## config.mk

```make
export PLATFORM = sky130hd
export DESIGN_NAME = lirs_merge
export DESIGN_NICKNAME = d
export VERILOG_FILES = /design/src/rtl/lirs_pkg.sv /design/src/rtl/lirs_merge.sv
export SDC_FILE = /design/constraint.sdc
export NUM_CORES = 1
export LEC_CHECK = 0
export BUFFER_PORTS_ARGS = -buffer_cell sky130_fd_sc_hd__buf_2
export CORE_MARGIN = 8
export CORE_UTILIZATION = 41
export DETAILED_ROUTE_END_ITERATION = 8
export GPL_TIMING_DRIVEN = 0
export HOLD_SLACK_MARGIN = 0.06
export PLACE_DENSITY_LB_ADDON = 0.15
export SLEW_MARGIN = 5
export SYNTH_ARGS = -nofsm -noshare
export SYNTH_HDL_FRONTEND = slang
export SYNTH_SLANG_ARGS = --single-unit
```

## constraint.sdc

```tcl
create_clock -name clk -period 0.8 [get_ports clk]
set_input_delay 0 -clock clk [delete_from_list [all_inputs] [get_ports clk]]
set_output_delay 0 -clock clk [all_outputs]
set_load 0.005 [all_outputs]
```

## src/rtl/lirs_pkg.sv

```systemverilog
// ----------------------------------------------------------------------------
// Linear interpolation resampler package
// Shared widths, register map, payload types and control bundles.
// ----------------------------------------------------------------------------
package lirs_pkg;

  localparam int SAMPLE_BITS = 16;
  localparam int FRAC_BITS   = 16;
  localparam int STEP_W      = 24;
  localparam int PHASE_W     = STEP_W + 1;
  localparam int CH_W        = 2;
  localparam int ADDR_W      = 3;
  localparam int DATA_W      = 32;

  localparam logic [PHASE_W-1:0] ONE_Q      = PHASE_W'(1) << FRAC_BITS;
  localparam logic [STEP_W-1:0]  STEP_MIN   = STEP_W'(2048);
  localparam logic [STEP_W-1:0]  STEP_RESET = STEP_W'(1) << FRAC_BITS;
  localparam logic [CH_W-1:0]    CH_RESET   = CH_W'(2);
  localparam logic [CH_W-1:0]    CH_MONO    = CH_W'(1);

  localparam logic REG_STEP     = 1'b0;
  localparam logic REG_CHANNELS = 1'b1;

  typedef struct packed {
    logic signed [SAMPLE_BITS-1:0] left_sample;
    logic signed [SAMPLE_BITS-1:0] right_sample;
    logic                          last_frame;
  } in_item_t;

  typedef struct packed {
    logic signed [SAMPLE_BITS-1:0] left_out;
    logic signed [SAMPLE_BITS-1:0] right_out;
    logic                          run_last;
    logic                          sound_end;
  } out_item_t;

  typedef struct packed {
    logic mono;
    logic run_last;
    logic sound_end;
  } emit_ctrl_t;

endpackage

```

## src/rtl/lirs_merge.sv

```systemverilog
// ----------------------------------------------------------------------------
// Resampler output merge stage
// Combines the lane results and flags into the registered output transfer.
// ----------------------------------------------------------------------------
module lirs_merge (
  input  logic                                    clk,
  input  logic                                    rst_n,
  input  logic                                    emit_i,
  input  lirs_pkg::emit_ctrl_t                    ctrl_i,
  input  logic signed [lirs_pkg::SAMPLE_BITS-1:0] left_i,
  input  logic signed [lirs_pkg::SAMPLE_BITS-1:0] right_i,
  output logic                                    free_o,
  output logic                                    out_valid,
  input  logic                                    out_stall,
  output lirs_pkg::out_item_t                     out_data
);

  logic                 out_valid_r;
  lirs_pkg::out_item_t  out_data_r;

  assign free_o = !out_valid_r || !out_stall;

  always_ff @(posedge clk) begin
    if (!rst_n) begin
      out_valid_r <= 1'b0;
    end else if (emit_i) begin
      out_valid_r <= 1'b1;
    end else if (!out_stall) begin
      out_valid_r <= 1'b0;
    end
  end

  always_ff @(posedge clk) begin
    if (emit_i) begin
      out_data_r.left_out  <= left_i;
      out_data_r.right_out <= ctrl_i.mono ? '0 : right_i;
      out_data_r.run_last  <= ctrl_i.run_last;
      out_data_r.sound_end <= ctrl_i.sound_end;
    end
  end

  assign out_valid = out_valid_r;
  assign out_data  = out_data_r;

endmodule

```

Word-level counts from Yosys, hierarchy flattened:

Cells that the tools add are included.
Widths: inputs -> output; s select.

* memory bits (read-only): 0
* bits in latches: 0
* logic and storage cells: 11
* bits in registers: 35
* output and inout bits: 36
* bits in writable memories: 0
* memories kept: 0
* input bits: 39

* add/sub/neg operators: 0
* div/mod/pow operators: 0
* multiply operators: 0
* shift operators: 0
* magnitude comparators: 0
* reductions and logical operators: 3
* mux-type cells: 2
* eq/ne operators: 1
* bitwise operators: 0

Operator list (count)
* $logic_not 1->1: 2
* $mux 1: 2
* $ne 2x2->1 const B: 1
* $logic_or 1x1->1: 1

Longest topological paths before layout:

* depth in word-level cells: 2
* gate-level depth with buffers: 2
* gate-level depth less buffers: 2

Worst setup path before layout:

OpenSTA, ideal clock, no wires.

* path type: reg2reg
* start point: reg out_valid (netlist name)
* end point: reg out_valid_r, in the netlist out_valid
* path slack: 0.217 ns
* clock period less this slack: 0.583 ns
* cell stages (with the launch flop): 3
* data arrival time: 0.468 ns
* library setup time: 0.115 ns
* cells stage by stage: dfxtp_1 -> a21oi_1 -> nor2b_1

RTL lines
* end signal, assigned: line lirs_merge.sv:25 `out_valid_r <= 1'b0;`
* end signal, assigned: line lirs_merge.sv:27 `out_valid_r <= 1'b1;`
* end signal, assigned: line lirs_merge.sv:29 `out_valid_r <= 1'b0;`
* end, declared: line lirs_merge.sv:18 `logic out_valid_r;`

Final worst setup path:

* start point: reg out_data_r (netlist bit out_data[10])
* end point: out out_data[10] (netlist bit)

RTL lines
* start, declared: line lirs_merge.sv:19 `lirs_pkg::out_item_t out_data_r;`
* end, declared: line lirs_merge.sv:15 `output lirs_pkg::out_item_t out_data`

No word-level cell between the ends.

==> insert_results.sql <==
INSERT INTO impl_metrics (metric_group, metric, value, unit) VALUES
('run_status', 'outcome', 'complete, but fails checks', ''),
('run_status', 'violations', 'negative setup slack', ''),
('setup_path', 'crit_path_start', 'out_data[10]$_SDFFCE_PP0P_', ''),
('die', 'ioPinCount', '75', ''),
('routing', 'route.detailed.wl_per_inst', '15.5', 'um'),
('cts', 'worst_path_clk_slew', '0.11', 'ns'),
('setup_path', 'cells_on_worst_reg2reg_path', '2', ''),
('die', 'core_region', '2760', 'um2'),
('logic_synthesis', 'netlist-cell-type-count', '8', ''),
('setup_path', 'rr_startpoint', 'out_valid$_SDFFE_PN0P_', ''),
('timing', 'setup_viol', '36', ''),
('die', 'design.die.area', '4910', 'um2'),
('place', 'dpl_cell_area', '1610', 'um2'),
('final_layout', 'finalNetCount', '211', ''),
('job', 'cap_violations', '0', ''),
('routing', 'wl', '3160', 'um'),
('timing', 'maxSlewViolCount', '0', ''),
('final_layout', 'mostFrequentLayoutCell', 'buf_2', ''),
('timing', 'fmax', '1120', 'MHz'),
('timing', 'tightest_slew', '0.745', 'ns'),
('die', 'fp-row-count', '19', ''),
('setup_path', 'r2r_slack', '0.17', 'ns'),
('timing', 'final-hold-violation-count', '0', ''),
('setup_path', 'critical_path_arrival', '0.89', 'ns'),
('global_route', 'grt_pass1_vias', '1058', ''),
('cts', 'cts_inserted_buffers', '5', ''),
('timing', 'layout_min_cycle_time', '0.893', 'ns'),
('global_route', 'antenna_found_initial', '0', ''),
('cts', 'cts_tree', 'done', ''),
('logic_synthesis', 'syn-cell-area', '1200', 'um2'),
('global_route', 'gr-usage-all-layers', '0.134', ''),
('place', 'numPortBuffers', '74', ''),
('min_path', 'min-delay-start', 'ctrl_i[2]', ''),
('logic_synthesis', 'synthCells', '55', ''),
('logic_synthesis', 'yosys_warnings', '0', ''),
('global_route', 'pin_count_of_the_biggest_net_entering_global_routing', '36', ''),
('min_path', 'whs_endpoint', 'out_data[5]$_SDFFCE_PP0P_', ''),
('setup_path', 'worst_setup_path_end_kind', 'output port', ''),
('setup_path', 'worst_path_max_delay_cell', 'edfxtp_1', ''),
('setup_path', 'crit_chain', 'buf_2', ''),
('die', 'initial_utilization', '0.435', ''),
('logic_synthesis', 'seq_area_frac_synth', '0.868', ''),
('timing', 'fin_skew', '0', 'ns'),
('die', 'floorplan.die.width', '70.1', 'um'),
('timing', 'postLayoutSetupSlackWorst', '-0.0928', 'ns'),
('power_and_ir_drop', 'power.ir.vdd_worst', '1.84', 'mV'),
('power_and_ir_drop', 'pwr_density_cell', '2050', 'nW/um2'),
('final_layout', 'post_route_cells_drive_above_1_share', '0.561', ''),
('setup_path', 'reg2reg_to', 'out_valid$_SDFFE_PN0P_', ''),
('final_layout', 'areaGrowthSynthToFinish', '73.5', '%'),
('timing', 'slew-limit-headroom', '0.503', ''),
('setup_path', 'worstPathRequired', '0.80', 'ns'),
('routing', 'drt_iter0_markers', '43', ''),
('timing', 'finalHoldWorstSlack', '0.0918', 'ns'),
('routing', 'vias', '894', ''),
('final_layout', 'postLayoutCellArea', '2080', 'um2'),
('final_layout', 'layout_common_cells', '73 x buf_2, 36 x dlygate4sd3_1, 34 x edfxtp_1, 7 x nor2b_2, 6 x and2b_2', ''),
('setup_path', 'critPathMaxStageDelay', '0.41', 'ns'),
('timing', 'grt_setup_unrepaired', 'yes', ''),
('setup_path', 'critical_path_buf_inv_count', '1', ''),
('setup_path', 'cp_top_family', 'flip-flops', ''),
('logic_synthesis', 'synth.avg_cell_area', '21.8', 'um2'),
('setup_path', 'cp_max_fo', '1', ''),
('setup_path', 'start_kind', 'flop', ''),
('min_path', 'min-delay-path-class', 'in -> reg', ''),
('routing', 'via_per_inst', '4.38', ''),
('min_path', 'hold-path-cell-count', '2', ''),
('cts', 'clock_sinks', '35', ''),
('cts', 'post-cts-setup-buffer-count', '0', ''),
('power_and_ir_drop', 'total_leakage_power', '0.000903', 'uW'),
('cts', 'cts_max_level', '2', '');
==> synth_stat cells <==
library cell | count | area (um2)
edfxtp_1 | 34 | 1020
nor2b_2 | 7 | 61.3
and2b_2 | 6 | 52.6
nor2b_1 | 4 | 25.0
a21oi_1 | 1 | 5.00
buf_6 | 1 | 11.3
dfxtp_1 | 1 | 20.0
nand2_1 | 1 | 3.75
==> per-stage QoR <==
step / setup WS (ns) / setup TNS, ns / std cells / total power [uW]
detailed placement: -0.183 / -6.27 / 160 / 2600
finish: -0.0928 / -1.91 / 204 / 4280
global route: -0.161 / -3.88 / 204 / 4470
global placement: -0.158 / -5.40 / 160 / 2580
CTS: -0.0971 / -2.36 / 204 / 4310
floorplan: 0.217 / 0 / 55 / 2320
==> cells by family after synthesis <==
group | after synthesis | synth area share
buffers and inverters | 1 | 0.00938
AO/OA/AOI/OAI | 1 | 0.00417
AND/OR/NAND/NOR | 18 | 0.119
flip-flops | 35 | 0.868
==> routing by layer <==
metal  GRT usage  share of wire  vias to the layer above  wire length, um
li1            -              -                      432                -
met1       0.108           0.33                      405             1030
met3      0.0650           0.10                        9              318
met4      0.0893          0.025                        0               79
met5           0              0                        -                0
met2       0.246           0.55                       48             1740
==> worst max-delay path by stage <==
stage,cells past startpoint,to
floorplan,2,out_valid$_SDFFE_PN0P_
global placement,1,out_data[19]$_DFFE_PP_
detailed placement,1,out_data[31]$_DFFE_PP_
CTS,1,out_data[1]
global route,1,out_data[22]
finish,1,out_data[10]
==> repair_timing <==
item | CTS | global route
hold endpoints to repair | 35 | 0
resized for setup | 1 | 1
gates cloned | 0 | 0
setup endpoints to repair | 36 | 36
hold buffers | 36 | 0
==> cell type report <==
class / instances / area, um2 / share of cell area
well taps: 31 / 38.8 / 0.0186
clock buffers: 5 / 37.5 / 0.0180
clock inverters: 3 / 67.6 / 0.0325
repair buffers: 110 / 737 / 0.354
flip-flops and latches: 35 / 1040 / 0.501
multi-input cells: 19 / 148 / 0.0709
plain buffers: 1 / 11.3 / 0.00541
==> report_power, final <==
| part | leakage (uW) | total, uW | internal [uW] | switching [uW] |
|---|---|---|---|---|
| clock network | 0.0000514 | 1580 | 971 | 612 |
| registers | 0.000339 | 2210 | 2170 | 38.1 |
| logic | 0.000513 | 487 | 309 | 179 |
| total | 0.000903 | 4280 | 3450 | 829 |
==> state kept, by name, summed over array words and instances, names as in the netlist <==
signal     cells
out_valid      1
out_data      34
Note: power is estimated with default switching activity, not from simulation.
